## src/hw/rtl/fhad_pkg.sv

```systemverilog
`timescale 1ns / 1ps
// ----------------------------------------------------------------------------
// FDD HARQ-ACK demapper package
// Shared constants, codes and the request bundle of the demapper.
// ----------------------------------------------------------------------------
package fhad_pkg;

   localparam int FIELD_CELLS     = 5;
   localparam int MAX_CELLS       = 5;
   localparam int BLOCKS_PER_CELL = 2;
   localparam int CELL_CAP        = (MAX_CELLS < FIELD_CELLS) ? MAX_CELLS : FIELD_CELLS;

   localparam int ACK_W    = 10;
   localparam int NCELL_W  = 3;
   localparam int STATUS_W = 20;

   localparam logic [1:0] ST_NACK     = 2'd0;
   localparam logic [1:0] ST_NOT_SENT = 2'd2;

   typedef enum logic [1:0] {
      FB_NORMAL = 2'd0,
      FB_CHSEL  = 2'd1,
      FB_FMT3   = 2'd2,
      FB_ERROR  = 2'd3
   } fb_mode_type;

   typedef struct packed {
      logic                 fdd_frame;
      logic [NCELL_W-1:0]   num_cells;
      logic                 multi_block_mode;
      fb_mode_type          feedback_mode;
      logic                 pusch_available;
      logic                 sched_request;
      logic                 csi_pending;
      logic                 ack_valid;
      logic [ACK_W-1:0]     ack_bits;
      logic [FIELD_CELLS-1:0] cell_present;
      logic [STATUS_W-1:0]  block_status;
   } req_type;

endpackage

```

## src/hw/rtl/fhad_map.sv

```systemverilog
`timescale 1ns / 1ps
// ----------------------------------------------------------------------------
// FDD HARQ-ACK mapping logic
// Chooses the ACK mapping for one report and rewrites the block statuses.
// ----------------------------------------------------------------------------
module fhad_map (
   input  fhad_pkg::req_type              req,
   output logic [fhad_pkg::STATUS_W-1:0]  status_out
);

   typedef enum logic [1:0] {
      MAP_NONE   = 2'd0,
      MAP_PCELL  = 2'd1,
      MAP_ALL    = 2'd2,
      MAP_BUNDLE = 2'd3
   } map_sel_type;

   logic [1:0]                          blk_on;
   logic                                two_blk;
   logic [fhad_pkg::NCELL_W-1:0]        ncl;
   logic [fhad_pkg::FIELD_CELLS-1:0][1:0] act;
   logic [1:0]                          pc_act;
   logic [1:0]                          pc_val;
   logic                                other_sent;
   map_sel_type                         map_sel;

   always_comb begin
      two_blk   = req.multi_block_mode && (fhad_pkg::BLOCKS_PER_CELL == 2);
      blk_on[0] = 1'b1;
      blk_on[1] = two_blk;
      if (req.num_cells > fhad_pkg::NCELL_W'(fhad_pkg::CELL_CAP)) begin
         ncl = fhad_pkg::NCELL_W'(fhad_pkg::CELL_CAP);
      end else begin
         ncl = req.num_cells;
      end
      for (int c = 0; c < fhad_pkg::FIELD_CELLS; c++) begin
         for (int b = 0; b < 2; b++) begin
            act[c][b] = req.cell_present[c] && blk_on[b] &&
                        (req.block_status[4*c+2*b +: 2] != fhad_pkg::ST_NOT_SENT) &&
                        (fhad_pkg::NCELL_W'(c) < ncl);
         end
      end
      for (int b = 0; b < 2; b++) begin
         pc_act[b] = req.cell_present[0] && blk_on[b] &&
                     (req.block_status[2*b +: 2] != fhad_pkg::ST_NOT_SENT);
      end
      pc_val[0] = req.ack_valid && req.ack_bits[0];
      pc_val[1] = req.ack_valid && (pc_act[0] ? req.ack_bits[1] : req.ack_bits[0]);
      other_sent = 1'b0;
      for (int c = 1; c < fhad_pkg::FIELD_CELLS; c++) begin
         other_sent = other_sent | act[c][0] | act[c][1];
      end
   end

   always_comb begin
      map_sel = MAP_NONE;
      if (req.fdd_frame) begin
         unique case (req.feedback_mode)
            fhad_pkg::FB_NORMAL: map_sel = MAP_PCELL;
            fhad_pkg::FB_CHSEL: begin
               if (req.num_cells == fhad_pkg::NCELL_W'(1)) begin
                  map_sel = MAP_PCELL;
               end else if (req.pusch_available) begin
                  map_sel = MAP_ALL;
               end else if (req.sched_request) begin
                  map_sel = MAP_BUNDLE;
               end else if (req.csi_pending) begin
                  map_sel = MAP_PCELL;
               end else begin
                  map_sel = MAP_ALL;
               end
            end
            fhad_pkg::FB_FMT3: map_sel = other_sent ? MAP_ALL : MAP_PCELL;
            default: map_sel = MAP_NONE;
         endcase
      end
   end

   always_comb begin
      status_out = req.block_status;
      case (map_sel)
         MAP_PCELL: begin
            for (int b = 0; b < 2; b++) begin
               if (pc_act[b]) begin
                  status_out[2*b +: 2] = {1'b0, pc_val[b]};
               end
            end
         end
         MAP_ALL: begin
            for (int c = 0; c < fhad_pkg::FIELD_CELLS; c++) begin
               for (int b = 0; b < 2; b++) begin
                  if (act[c][b]) begin
                     status_out[4*c+2*b +: 2] =
                        {1'b0, req.ack_valid &&
                               (two_blk ? req.ack_bits[2*c+b] : req.ack_bits[c])};
                  end
               end
            end
         end
         MAP_BUNDLE: begin
            for (int c = 0; c < fhad_pkg::FIELD_CELLS; c++) begin
               for (int b = 0; b < 2; b++) begin
                  if (act[c][b]) begin
                     status_out[4*c+2*b +: 2] = {1'b0, req.ack_bits[c]};
                  end
               end
            end
         end
         default: status_out = req.block_status;
      endcase
   end

endmodule

```

## src/hw/rtl/fdd_harq_ack_demap_top.sv

```systemverilog
`timescale 1ns / 1ps
// ----------------------------------------------------------------------------
// FDD HARQ-ACK demapper
// Writes the received ACK/NACK of one uplink control report back into the
// per-cell, per-block transmission statuses.
// ----------------------------------------------------------------------------
// The block takes one report in every clock cycle and never raises busy. A
// report transferred at one clock edge has its result on the rsp_ ports,
// marked by rsp_strobe, for a single cycle, once it has passed the input
// register and the result register around the mapping logic. The receiver
// must take every result in that cycle.
module fdd_harq_ack_demap_top (
   input  logic                               clock,
   input  logic                               reset,
   input  logic                               start,
   output logic                               busy,
   input  logic                               req_fdd_frame,
   input  logic [2:0]                         req_num_cells,
   input  logic                               req_multi_block_mode,
   input  logic [1:0]                         req_feedback_mode,
   input  logic                               req_pusch_available,
   input  logic                               req_sched_request,
   input  logic                               req_csi_pending,
   input  logic                               req_ack_valid,
   input  logic [9:0]                         req_ack_bits,
   input  logic [4:0]                         req_cell_present,
   input  logic [19:0]                        req_block_status,
   output logic                               rsp_strobe,
   output logic [19:0]                        rsp_block_status_out
);

   logic                                req_vld_ff;
   logic                                req_vld_in;
   fhad_pkg::req_type                   req_ff;
   fhad_pkg::req_type                   req_in;
   logic                                rsp_vld_ff;
   logic [fhad_pkg::STATUS_W-1:0]       rsp_status_ff;
   logic [fhad_pkg::STATUS_W-1:0]       rsp_status_in;

   assign busy       = 1'b0;
   assign req_vld_in = start && !busy;

   always_comb begin
      req_in.fdd_frame        = req_fdd_frame;
      req_in.num_cells        = req_num_cells;
      req_in.multi_block_mode = req_multi_block_mode;
      req_in.feedback_mode    = fhad_pkg::fb_mode_type'(req_feedback_mode);
      req_in.pusch_available  = req_pusch_available;
      req_in.sched_request    = req_sched_request;
      req_in.csi_pending      = req_csi_pending;
      req_in.ack_valid        = req_ack_valid;
      req_in.ack_bits         = req_ack_bits;
      req_in.cell_present     = req_cell_present;
      req_in.block_status     = req_block_status;
   end

   fhad_map u_map (
      .req        (req_ff),
      .status_out (rsp_status_in)
   );

   always_ff @(posedge clock) begin
      if (reset) begin
         req_vld_ff <= 1'b0;
         rsp_vld_ff <= 1'b0;
      end else begin
         req_vld_ff <= req_vld_in;
         rsp_vld_ff <= req_vld_ff;
      end
   end

   always_ff @(posedge clock) begin
      if (req_vld_in) begin
         req_ff <= req_in;
      end
      if (req_vld_ff) begin
         rsp_status_ff <= rsp_status_in;
      end
   end

   assign rsp_strobe           = rsp_vld_ff;
   assign rsp_block_status_out = rsp_status_ff;

endmodule

```

## config.mk

```make
export PLATFORM = sky130hd
export DESIGN_NAME = fdd_harq_ack_demap_top
export DESIGN_NICKNAME = d
export VERILOG_FILES = /design/src/hw/rtl/fhad_pkg.sv /design/src/hw/rtl/fhad_map.sv /design/src/hw/rtl/fdd_harq_ack_demap_top.sv
export SDC_FILE = /design/constraint.sdc
export NUM_CORES = 1
export LEC_CHECK = 0
export BUFFER_PORTS_ARGS = -buffer_cell sky130_fd_sc_hd__buf_2
export CORE_AREA = 2 2 78 95
export DETAILED_ROUTE_END_ITERATION = 16
export DIE_AREA = 0 0 80 97
export PLACE_DENSITY = 0.77
export SYNTH_ARGS = -nofsm -noshare
export SYNTH_HDL_FRONTEND = slang
export SYNTH_SLANG_ARGS = --single-unit
```

## constraint.sdc

```tcl
create_clock -name clock -period 2.7 [get_ports clock]
set_input_delay 0.675 -clock clock [delete_from_list [all_inputs] [get_ports clock]]
set_output_delay 0.675 -clock clock [all_outputs]
set_load 0.01 [all_outputs]
```

# == Yosys cells after proc, flatten, opt, wreduce, memory -nomap -nowiden ==
# Cells that the tools add are included.
# totals
input_bits,49
out_inout_bits,22
ff_bits,68
# classes
mux,42
n_eq_ne,16
reduce_logical,37
bitwise,7
n_lt_le_gt_ge,6
# ops
cell,count
$mux W2,28
$logic_and A1 B1 Y1,36
$pmux W16 S2,1
$ne A2 B2 Y1 const B,10
$pmux W4 S3,1
$mux W1,10
$or A1 B1 Y1,7
$eq A2 B2 Y1 const B,3
$lt A1 B3 Y1 const A,2
$lt A2 B3 Y1 const A,2
$pmux W2 S3,1
$eq A2 B1 Y1 const B,2
$eq A3 B1 Y1 const B,1
$gt A3 B3 Y1 const B,1
$lt A3 B3 Y1 const A,1
$mux W3,1
$logic_not A2 Y1,1

# == Longest topological paths before layout ==
# Gate-level depths: netlist of the first run.
# depth
word_depth,16
mapped_depth,8
ltp_nobuf,6

# == Modules after synthesis ==
# From an unflattened synthesis of the first run, not the netlist that was laid out.
# unflattened
cells_unflattened,203
area_unflattened_um2,2856.5
# by_module_without_submodules
mod,area_each_um2,n_inst,cells_each,seq_area_each_um2
fdd_harq_ack_demap_top,2045.7,1,72,2021.9
fhad_map,810.8,1,131,0.0

# == Least setup slack after synthesis of the first run ==
# No wires, ideal clock.
# synth_timing
kind,reg-to-reg
from,register req_ff[44] (netlist bit)
to,register rsp_status_ff (netlist bit rsp_block_status_out[12]) (data pin)
path_stages_with_launch,8
required_ns,2.440
setup_ns,0.260
setup_slack_ns,0.714
t_arrival_ns,1.726
n_path_buf,1
path_cell_list,edfxtp_1 -> o21ai_2 -> a21oi_2 -> nor4_4 -> a21o_1 -> buf_6 -> a21boi_4 -> mux2_4
# synth_via
elab_chain_len,16
elab_cells_between_ends,31
classes_between,5 x order compare; 3 x eq/ne; 8 x mux; 7 x bitwise; 8 x reduce/logical
# synth_lines
element,line_no,source
from (decl),fdd_harq_ack_demap_top.sv:34,fhad_pkg::req_type req_ff;
from (signal assigned),fdd_harq_ack_demap_top.sv:74,req_ff <= req_in;
$gt A3 B3 Y1,fhad_map.sv:31,if (req.num_cells > fhad_pkg::NCELL_W'(fhad_pkg::CELL_CAP)) begin
$mux W3,fhad_map.sv:31,
$lt A1 B3 Y1,fhad_map.sv:40,(fhad_pkg::NCELL_W'(c) < ncl);
$logic_and A1 B1 Y1,fhad_map.sv:39,(req.block_status[4*c+2*b +: 2] != fhad_pkg::ST_NOT_SENT) &&
$or A1 B1 Y1 (7 in a row),fhad_map.sv:51,other_sent = other_sent | act[c][0] | act[c][1];
$mux W2,fhad_map.sv:73,fhad_pkg::FB_FMT3: map_sel = other_sent ? MAP_ALL : MAP_PCELL;
$pmux W2 S3,fhad_map.sv:58,unique case (req.feedback_mode)
$mux W2,fhad_map.sv:57,if (req.fdd_frame) begin
$eq A2 B2 Y1,fhad_map.sv:81,case (map_sel)
$pmux W16 S2 *,fhad_map.sv:81,
net rsp_status_in (one bit),fdd_harq_ack_demap_top.sv:38,logic [fhad_pkg::STATUS_W-1:0] rsp_status_in;
to (signal assigned),fdd_harq_ack_demap_top.sv:77,rsp_status_ff <= rsp_status_in;
to (decl),fdd_harq_ack_demap_top.sv:37,logic [fhad_pkg::STATUS_W-1:0] rsp_status_ff;
# The timed path passes the listed nets; every way through them passes the cells marked *.
# A chain may end at the register's enable or synchronous reset.

# == Worst setup path in the final report of the first run ==
# layout_timing
from,register req_ff[41] (netlist bit)
to,register rsp_status_ff (netlist bit rsp_block_status_out[12]) (data pin)
# layout_via
elab_chain_len,15
elab_cells_between_ends,28
classes_between,2 x eq/ne; 6 x mux; 7 x bitwise; 13 x reduce/logical
# layout_lines
element,line_no,source
$logic_and A1 B1 Y1 (2 in a row),fhad_map.sv:38,act[c][b] = req.cell_present[c] && blk_on[b] &&
$logic_and A1 B1 Y1,fhad_map.sv:39,
$or A1 B1 Y1 (7 in a row),fhad_map.sv:51,
$mux W2,fhad_map.sv:73,
$pmux W2 S3,fhad_map.sv:58,
$mux W2,fhad_map.sv:57,
$eq A2 B2 Y1,fhad_map.sv:81,
$pmux W16 S2 *,fhad_map.sv:81,
net rsp_status_in (one bit),fdd_harq_ack_demap_top.sv:38,
# Marked as above.

==> results.toml, run 1 <==
[placement]
hpwl_um = 4526
place_congestion = 0.8592
portBuffers = 69

[synth]
ys_seq_area_frac = 0.6661
syn_inst = 236
avgSynthCellArea_um2 = 12.86
syn_nets = 285
synth_area_um2 = 3035
synth_area_leader_cell = "edfxtp_1"
yosysUniqueCellTypes = 45
ys_ff_latch = 68
synth_area_leaders = "edfxtp_1 (65%), nand3_1 (3.5%), nor2b_1 (2.9%)"
synth.top_cell.area_share = 0.6529
yosysWarningCount = 0

[timing]
slew_viol_final = 0
rsz0062_at_grt = "no"
fmax_mhz = 427.0
fin_crit_ns = 2.342
skew_ns = 0.009308
whs_ns = 0.4799
setup_tns_ns = 0
worstMarginPinSlew_ns = 0.9057
finalSetupViolCount = 0
min_period_over_period = 0.8673
relSlewSlack = 0.3953
hold_violations = 0

[clock_tree]
cts_buffers = 9
clock-root-buffer = "clkbuf_8"
worstSkewPairLatency_ns = 0.35
cts_resized = 0
cts_setup_buffers = 0
clockBufferDepth = 2
clk_pin_slew_ns = 0.08
hold_buffers = 0
cts_tree = "yes"
cts_htree_levels = 3
clock_sinks = 68

[floorplan]
start_util = 0.4483
boundaryPins = 71
core.rowCount = 33
fp.dieArea_um2 = 7760
die_h_um = 97
die_w_um = 80
core-area_um2 = 6771

[grt]
grt_max_degree = 48
gr-total-overflow = 0
grt_pass1_wl_um = 10330
grt_antenna_before_repair = 0
grt_pass1_vias = 2213
gr-usage-all-layers = 0.1765

[pwr]
combPwrFrac = 0.110
power_switching_uw = 631.7
leakage_uw = 0.001412
p_clk_frac = 0.349
p_sw_frac = 0.2583
p_int_uw = 1814
powerDensity_nw_per_um2 = 665.0
vdd_drop_max_mv = 0.3852
seq_power_share = 0.541

[run]
maxCapViolations = 0

[hold_path]
hp-start = "reset"
holdPathStages = 2
hp-class = "in -> reg"

[cells_and_area]
num-nets-final = 361
antenna_cells = 0
num-fill-cells = 582
drive_gt1_frac = 0.3155
multi_input_area_um2 = 922.1
layout-area-overhead-vs-synth_pct = 21.15
seq_area_um2 = 2022

[detailed_routing]
wl_per_cell_um = 15.42
via_per_inst = 5.344
drcViolationCount = 0
drt_iter0_drc = 182
routed_wl_um = 6228
vias = 2159
first_pass_iters = 4
drtAntennaViolNets = 0

[critical_path]
r2r.worst_path.cells = 6
crit_arrival_ns = 2.44
setup.worst_path.start = "req_ff[41]"
cp_max_fo = 10
required_ns = 2.80
r2r-start = "req_ff[41]"
end_kind = "flip-flop"
start_kind = "flip-flop"
crit_type = "reg -> reg"

[outcome]
status = "completed"
[layer usage]
layer | wire length [µm] | vias to the layer above | GRT usage
met3 | 371 | 25 | 0.04571
met2 | 3088 | 94 | 0.2699
met5 | 0 | - | 0
met1 | 2482 | 994 | 0.2134
met4 | 286 | 0 | 0.1252
li1 | - | 1046 | -
[stage by stage]
| stage | total power, µW | std cells | worst slack [ns] | instance area [µm²] | utilization |
|---|---|---|---|---|---|
| after floorplan | 1491 | 236 | 0.7142 | 3035 | - |
| final | 2446 | 404 | 0.3583 | 3677 | 0.5431 |
| after CTS | 2464 | 404 | 0.3893 | 3677 | 0.5431 |
| after detailed placement | 1612 | 388 | 0.4125 | 3473 | 0.5129 |
| after global placement | 1604 | 388 | 0.4606 | 3473 | 0.5129 |
| after global routing | 2555 | 404 | 0.1561 | 3677 | 0.5431 |
[cell usage in the layout (no fill, tap or decap), types with 7 or more instances in the layout]
cell type	Yosys	routed
nand2_1	22	22
nand3_1	21	21
inv_1	12	12
nor2b_1	14	14
a21oi_1	12	12
clkbuf_8	0	9
edfxtp_1	66	66
nor2_1	12	12
o221ai_1	7	7
buf_2	1	69
[path summary, 6_finish.rpt]
| kind | end | slack, ns |
|---|---|---|
| worst max-delay path | rsp_block_status_out[12] | 0.36 |
| worst min-delay path | req_vld_ff | 0.48 |
| worst max register to register | rsp_block_status_out[12] | 0.36 |
| worst min register to register | rsp_block_status_out[11] | 0.55 |
[power by group through the flow]
stage	Combinational [µW]	Sequential [µW]	Clock [µW]
after CTS	269	1320	874
after global routing	299	1330	923
after global placement	262	1340	0
after detailed placement	267	1340	0
final	269	1320	854
after floorplan	160	1330	0
[area by class of cell]
cell class | count | share of cell area
Inverter | 14 | 0.01429
Clock buffer | 9 | 0.03368
Multi-Input combinational cell | 147 | 0.2508
Sequential cell | 68 | 0.5498
Tap cell | 87 | 0.02960
Clock inverter | 7 | 0.02178
Timing Repair Buffer | 72 | 0.1000
[flip-flops by register name (all words and copies together), names as in the netlist]
signal                cells
req_ff                   46
rsp_block_status_out     20
req_vld_ff                1
rsp_strobe                1
[Yosys cell counts, drive strengths merged]
| master | instances |
|---|---|
| a2bb2oi | 1 |
| nor2 | 12 |
| nand3 | 21 |
| and2 | 1 |
| o32ai | 1 |
| o21a | 2 |
| a22oi | 1 |
| clkbuf | 4 |
| buf | 3 |
| a21oi | 13 |
| o211ai | 2 |
| dfxtp | 2 |
| edfxtp | 66 |
| nand2 | 22 |
| a32oi | 2 |
| nor3b | 4 |
| nand2b | 3 |
| a31o | 1 |
| o21bai | 1 |
| a211oi | 2 |
| nor4 | 1 |
| or3b | 1 |
| inv | 13 |
| clkinv | 1 |
| mux2 | 3 |
| o21ai | 6 |
| o2111ai | 1 |
| nor2b | 14 |
| conb | 1 |
| mux2i | 2 |
| nand4 | 5 |
| or3 | 1 |
| a21o | 4 |
| a21boi | 6 |
| o221ai | 7 |
| a31oi | 6 |
[kinds of logic after synthesis]
logic type	Yosys count	synth area share
muxes	5	0.01896
AOI/OAI and AO/OA	56	0.1377
and+or+nand+nor	85	0.1459
DFF	68	0.6661
buffers and inverters	21	0.03008
other	1	0.001235
[worst max-delay path, stage by stage (launching register included)]
cell and delay [ns]:
edfxtp_1 0.53, nand3_1 0.20, a21oi_1 0.11, nor4_4 0.43, a21o_1 0.42, a21boi_4 0.10
mux2_4 0.30
(Power assumes the default switching activity.)
==> run 2, diff against run 1 <==
Clock period 2.7 ns to 2.9 ns, I/O delays scaled along.
==> run 2 against run 1 <==
  * Cell count is 0.25% higher
  * Core utilization is 0.37 points higher
  * Combinational power shrank 7%
  * Critical path type unchanged
  * Largest cell class unchanged
==> results.toml, run 2 (same netlist as run 1, synthesis figures left out) <==
[outcome]
status = "completed"

[timing]
worstMarginPinSlew_ns = 0.8709
hold_violations = 0
finalSetupViolCount = 0
min_period_over_period = 0.8122
fin_ws_ns = 0.5446
skew_ns = 0.01008
relSlewSlack = 0.4186
fmax_mhz = 424.6
setup_tns_ns = 0
slew_viol_final = 0
fin_crit_ns = 2.355
rsz0062_at_grt = "no"

[clock_tree]
cts_htree_levels = 3
clockBufferDepth = 2
clock_sinks = 68
worstSkewPairLatency_ns = 0.35
clk_pin_slew_ns = 0.08
cts_resized = 0
clock-root-buffer = "clkbuf_8"
cts_setup_buffers = 0
cts_tree = "yes"
hold_buffers = 0
cts_buffers = 9

[detailed_routing]
drcViolationCount = 0
drtAntennaViolNets = 0
wl_per_cell_um = 15.31
routed_wl_um = 6199
drt_iter0_drc = 143
first_pass_iters = 4
via_per_inst = 5.277
vias = 2137

[hold_path]
hp-class = "in -> reg"

[grt]
gr-usage-all-layers = 0.1726
grt_pass1_wl_um = 10220
grt_pass1_vias = 2259
grt_max_degree = 22
gr-total-overflow = 0
grt_antenna_before_repair = 0

[run]
maxCapViolations = 0

[critical_path]
required_ns = 2.95
critPathCapture = "rsp_block_status_out[14]"
r2r_setup_slack_ns = 0.54
r2r-end = "rsp_block_status_out[14]"
end_kind = "flip-flop"
start_kind = "flip-flop"
crit_arrival_ns = 2.41
cpMaxStageDelayCell = "edfxtp_1"
r2r-start = "req_ff[44]"
critPathMaxStageDelay_ns = 0.49
cp_cell_sequence = "o21ai_2 -> a21oi_2 -> nor4_4 -> a21oi_1 -> nor2_1 -> o221ai_1"
r2r.worst_path.cells = 6
cp_max_fo = 7
crit_type = "reg -> reg"
setup.worst_path.start = "req_ff[44]"

[placement]
place_congestion = 0.8601
portBuffers = 69
dp_cells = 389
hpwl_um = 4586
place_ws_ns = 0.5863
dpl_cell_area_um2 = 3481

[pwr]
vdd_drop_max_mv = 0.4398
powerDensity_nw_per_um2 = 629.1
leakage_uw = 0.001425

[cells_and_area]
layout-area-overhead-vs-synth_pct = 21.97
final_cells = 405
final_common_cell = "buf_2"
num-nets-final = 362
fin_util = 0.5467
fin_area_um2 = 3702
layout_common_cells = "buf_2 (69), edfxtp_1 (66), nand2_1 (22), nand3_1 (21), nor2b_1 (14)"
largest_register_ff_count = 46
drive_gt1_frac = 0.3176
largest-register = "req_ff"
antenna_cells = 0

[floorplan]
start_util = 0.4483
boundaryPins = 71
fp.dieArea_um2 = 7760
die_h_um = 97
die_w_um = 80
core-area_um2 = 6771
core.rowCount = 33
[run 2: how the worst min path moves through the flow]
stage | to | slack [ns] | depth (start not counted) | start
finish | req_vld_ff | 0.54 | 2 | reset
floorplan | rsp_block_status_out[11] | 0.52 | 1 | req_ff[11]
detailed placement | rsp_block_status_out[19] | 0.57 | 1 | req_ff[19]
global placement | rsp_block_status_out[9] | 0.56 | 1 | req_ff[9]
CTS | req_vld_ff | 0.53 | 2 | reset
global route | req_vld_ff | 0.52 | 2 | reset
[run 2: worst max-delay path: cells and delay by family (launching register included)]
family | cells | cell delay (ns)
AO/OA/AOI/OAI | 4 | 0.72
flip-flops | 1 | 0.49
AND/OR/NAND/NOR | 2 | 0.87
[run 2: layout make-up]
type | count | area, µm²
fill | 584 | 3069
clock buffer | 9 | 123.9
multi-input combinational | 147 | 922.1
inverter | 14 | 52.55
clock inverter | 7 | 97.59
tap | 87 | 108.9
sequential | 68 | 2022
timing repair buffer | 73 | 375.4
[run 2: through the flow]
stage / total power, µW / hold slack, ns
after floorplan: 1388 / 0.5152
after CTS: 2348 / 0.5270
final: 2329 / 0.5404
after global placement: 1495 / 0.5552
after global routing: 2433 / 0.5224
after detailed placement: 1503 / 0.5688
[run 2: where the power goes]
part / switching [µW] / internal, µW / total [µW] / leakage [µW]
logic: 138 / 112 / 250 / 0.000665
clock network: 360 / 488 / 847 / 0.000106
registers: 62.2 / 1170 / 1230 / 0.000654
total: 560 / 1770 / 2330 / 0.00143
[run 2: routing by layer]
layer,wire (µm),share of wire,track usage
met2,3141,0.51,0.2763
met3,323,0.052,0.05131
met5,0,0,0
met1,2552,0.41,0.2106
met4,182,0.029,0.08344
==> run 3, diff against run 2 <==
Settings changed: ABC_AREA set to 1, CORE_AREA 2 2 78 95 to 2 2 80 97, DIE_AREA 0 0 80 97 to 0 0 82 99, PLACE_DENSITY 0.77 to 0.76.
Clock period 2.9 ns to 2.3 ns, I/O delays scaled along.
==> run 3 against run 2 <==
  * Core utilization shrank 1.6 points
  * Routed wire length grew 3.8%
  * Maximum frequency grew 14%
  * Worst setup slack lost 0.31 ns
  * Sequential power grew 25%
  * Clock-buffer cell count grew 2
  * Total power grew 17%
  * Register-to-register slack lost 0.31 ns
  * Highest routed layer unchanged
  * Clock power shrank 9.0%
  * Combinational power grew 69%
==> results.toml, run 3 <==
[floorplan]
core.rowCount = 34
boundaryPins = 71
core-area_um2 = 7147
die_h_um = 99
die_w_um = 82
start_util = 0.4414
fp.dieArea_um2 = 8118

[clock_tree]
clock-root-buffer = "clkbuf_8"
clk_pin_slew_ns = 0.07
cts_buffers = 9
worstSkewPairLatency_ns = 0.34
cts_tree = "yes"
clockBufferDepth = 2
cts_htree_levels = 3
clock_sinks = 68

[detailed_routing]
routed_wl_um = 6432
drcViolationCount = 0
wl_per_cell_um = 13.66
via_per_inst = 4.987
drt_iter0_drc = 180
first_pass_iters = 4
drtAntennaViolNets = 0
vias = 2349

[timing]
finalSetupViolCount = 0
slew_viol_final = 0
setup_tns_ns = 0
fmax_mhz = 483.5
skew_ns = 0.009282
whs_ns = 0.4017
min_period_over_period = 0.8993
hold_violations = 0
rsz0062_at_grt = "no"
fin_crit_ns = 2.068

[cells_and_area]
final_cells = 471
drive_gt1_frac = 0.3071
layout_common_cells = "buf_2 (69), edfxtp_1 (66), nand2_1 (65), inv_1 (44), nand3_1 (31)"
layout-area-overhead-vs-synth_pct = 20.31
largest-register = "req_ff"
largest_register_ff_count = 46
num-nets-final = 426
fin_area_um2 = 3795
final_common_cell = "buf_2"
antenna_cells = 0
num-fill-cells = 640

[critical_path]
cp_cell_sequence = "nand2_1 -> inv_1 -> nand3_1 -> nand3_1 -> nor2_1 -> nand3_1 -> a21oi_4 -> nor2_8 -> nand3_2 -> nand3_1"
r2r-start = "req_ff[41]"
end_kind = "flip-flop"
required_ns = 2.36
cpMaxStageDelayCell = "edfxtp_1"
r2r_setup_slack_ns = 0.23
setup.worst_path.start = "req_ff[41]"
r2r.worst_path.cells = 10
cp_max_fo = 8
r2r-end = "rsp_block_status_out[16]"
cp_common_cell = "nand3_1"
critPathMaxStageDelay_ns = 0.51
path_delay_family = "simple AND/OR/NAND/NOR gates"
crit_buf_inv = 1
crit_type = "reg -> reg"
crit_arrival_ns = 2.13
start_kind = "flip-flop"

[synth]
synth_area_um2 = 3154
synthTopCellsByCount = "edfxtp_1 (66), nand2_1 (65), inv_1 (44), nand3_1 (31), o21ai_0 (12)"
synth_ff_type = "edfxtp_1"
synth_area_leader_cell = "edfxtp_1"
avgSynthCellArea_um2 = 10.77
async_reset_ff_frac = 0
yosysUniqueCellTypes = 29
ys_seq_area_frac = 0.6410
yosysWarningCount = 0
synth-edff-count = 66
syn_inst = 293
synth.most_common_cell = "edfxtp_1"
synth.top_cell.area_share = 0.6283
ys_ff_latch = 68
synth_area_leaders = "edfxtp_1 (63%), nand2_1 (7.7%), inv_1 (5.2%)"
syn_nets = 342

[grt]
grt_max_degree = 27
grt_pass1_wl_um = 10440
gr-usage-all-layers = 0.1728
grt_antenna_before_repair = 0
grt_pass1_vias = 2278
gr-total-overflow = 0

[pwr]
p_sw_frac = 0.2637
leakage_uw = 0.001668
total_power_uw = 2736
p_int_uw = 2015
p_clk_frac = 0.282
powerDensity_nw_per_um2 = 721.0
seq_power_share = 0.564
combPwrFrac = 0.154
power_switching_uw = 721.6
vdd_drop_max_mv = 0.3857

[placement]
dp_cells = 452
dpl_cell_area_um2 = 3607
portBuffers = 69
place_congestion = 0.8795
hpwl_um = 4845

[hold_path]
hp-class = "in -> reg"
holdPathStages = 2
hold_end = "rsp_strobe"
hp-start = "reset"

[outcome]
status = "completed"

[run]
maxCapViolations = 0
[run 3: changes by cell type in the layout (fill, tap and decap cells not counted), moves of 5 or more]
| cell | change |
|---|---|
| inv_1 | +32 |
| o21ai_0 | +7 |
| o21ai_1 | +8 |
| nand3_2 | +8 |
| nand2_2 | +5 |
| nand2_1 | +43 |
| nand3_1 | +10 |
| nor2b_1 | -14 |
| o221ai_1 | -7 |
| a31oi_1 | -5 |
[run 3: layer usage]
layer | global-route usage | vias to the layer above | routed length [µm] | share of wire
met3 | 0.04212 | 15 | 323 | 0.050
li1 | - | 1177 | - | -
met1 | 0.2221 | 1082 | 2754 | 0.43
met2 | 0.2702 | 75 | 3195 | 0.50
met5 | 0 | - | 0 | 0
met4 | 0.08590 | 0 | 159 | 0.025
[run 3: power by group through the flow]
stage	clock network [µW]	logic (µW)	registers (µW)
floorplan	0	247	1570
global placement	0	398	1570
detailed placement	0	408	1570
CTS	795	409	1540
global route	849	481	1550
finish	771	422	1540
[run 3: logic make-up (layout without fill, tap and decap cells)]
group	after synthesis	after routing	share of synthesized area
AND/OR/NAND/NOR	137	138	0.2229
flip-flops	68	68	0.6410
buffers and inverters	51	138	0.06704
AO/OA/AOI/OAI	36	36	0.06783
other	1	1	0.001189
[run 3: worst reg2reg max path, cell delays in order (launching register included)]
cell      delay [ns]
edfxtp_1        0.51
nand2_1         0.10
inv_1           0.04
nand3_1         0.14
nand3_1         0.10
nor2_1          0.15
nand3_1         0.16
a21oi_4         0.30
nor2_8          0.10
nand3_2         0.07
nand3_1         0.11
[run 3: stage by stage]
step	util	setup slack [ns]
2_1_floorplan	-	0.5533
3_3_place_gp	0.5047	0.2713
3_5_place_dp	0.5047	0.2121
4_1_cts	0.5256	0.1926
5_1_grt	0.5310	0.04516
6_report	0.5310	0.2316
[run 3: worst max-delay path by stage]
stage	depth (start not counted)	endpoint
after floorplan	10	rsp_block_status_out[12]
after global placement	10	rsp_block_status_out[18]
after detailed placement	10	rsp_block_status_out[16]
after CTS	10	rsp_block_status_out[16]
after global routing	12	rsp_block_status_out[0]
final	10	rsp_block_status_out[16]
[run 3: area by class of cell]
type                            instances  area (µm²)  share of cell area
Clock buffer                           11       131.4             0.03462
Clock inverter                          4       17.52            0.004616
Inverter                               47       176.4             0.04649
Multi-Input combinational cell        175       937.1              0.2470
Sequential cell                        68        2022              0.5328
Tap cell                               90       112.6             0.02967
Timing Repair Buffer                   76       397.9              0.1048
[run 3: timing repair]
action,4_1_cts,5_1_grt
resized for setup,0,1
hold buffers,0,0
hold endpoints to repair,0,0
buffers inserted,0,3
endpoints found under the setup margin,0,9
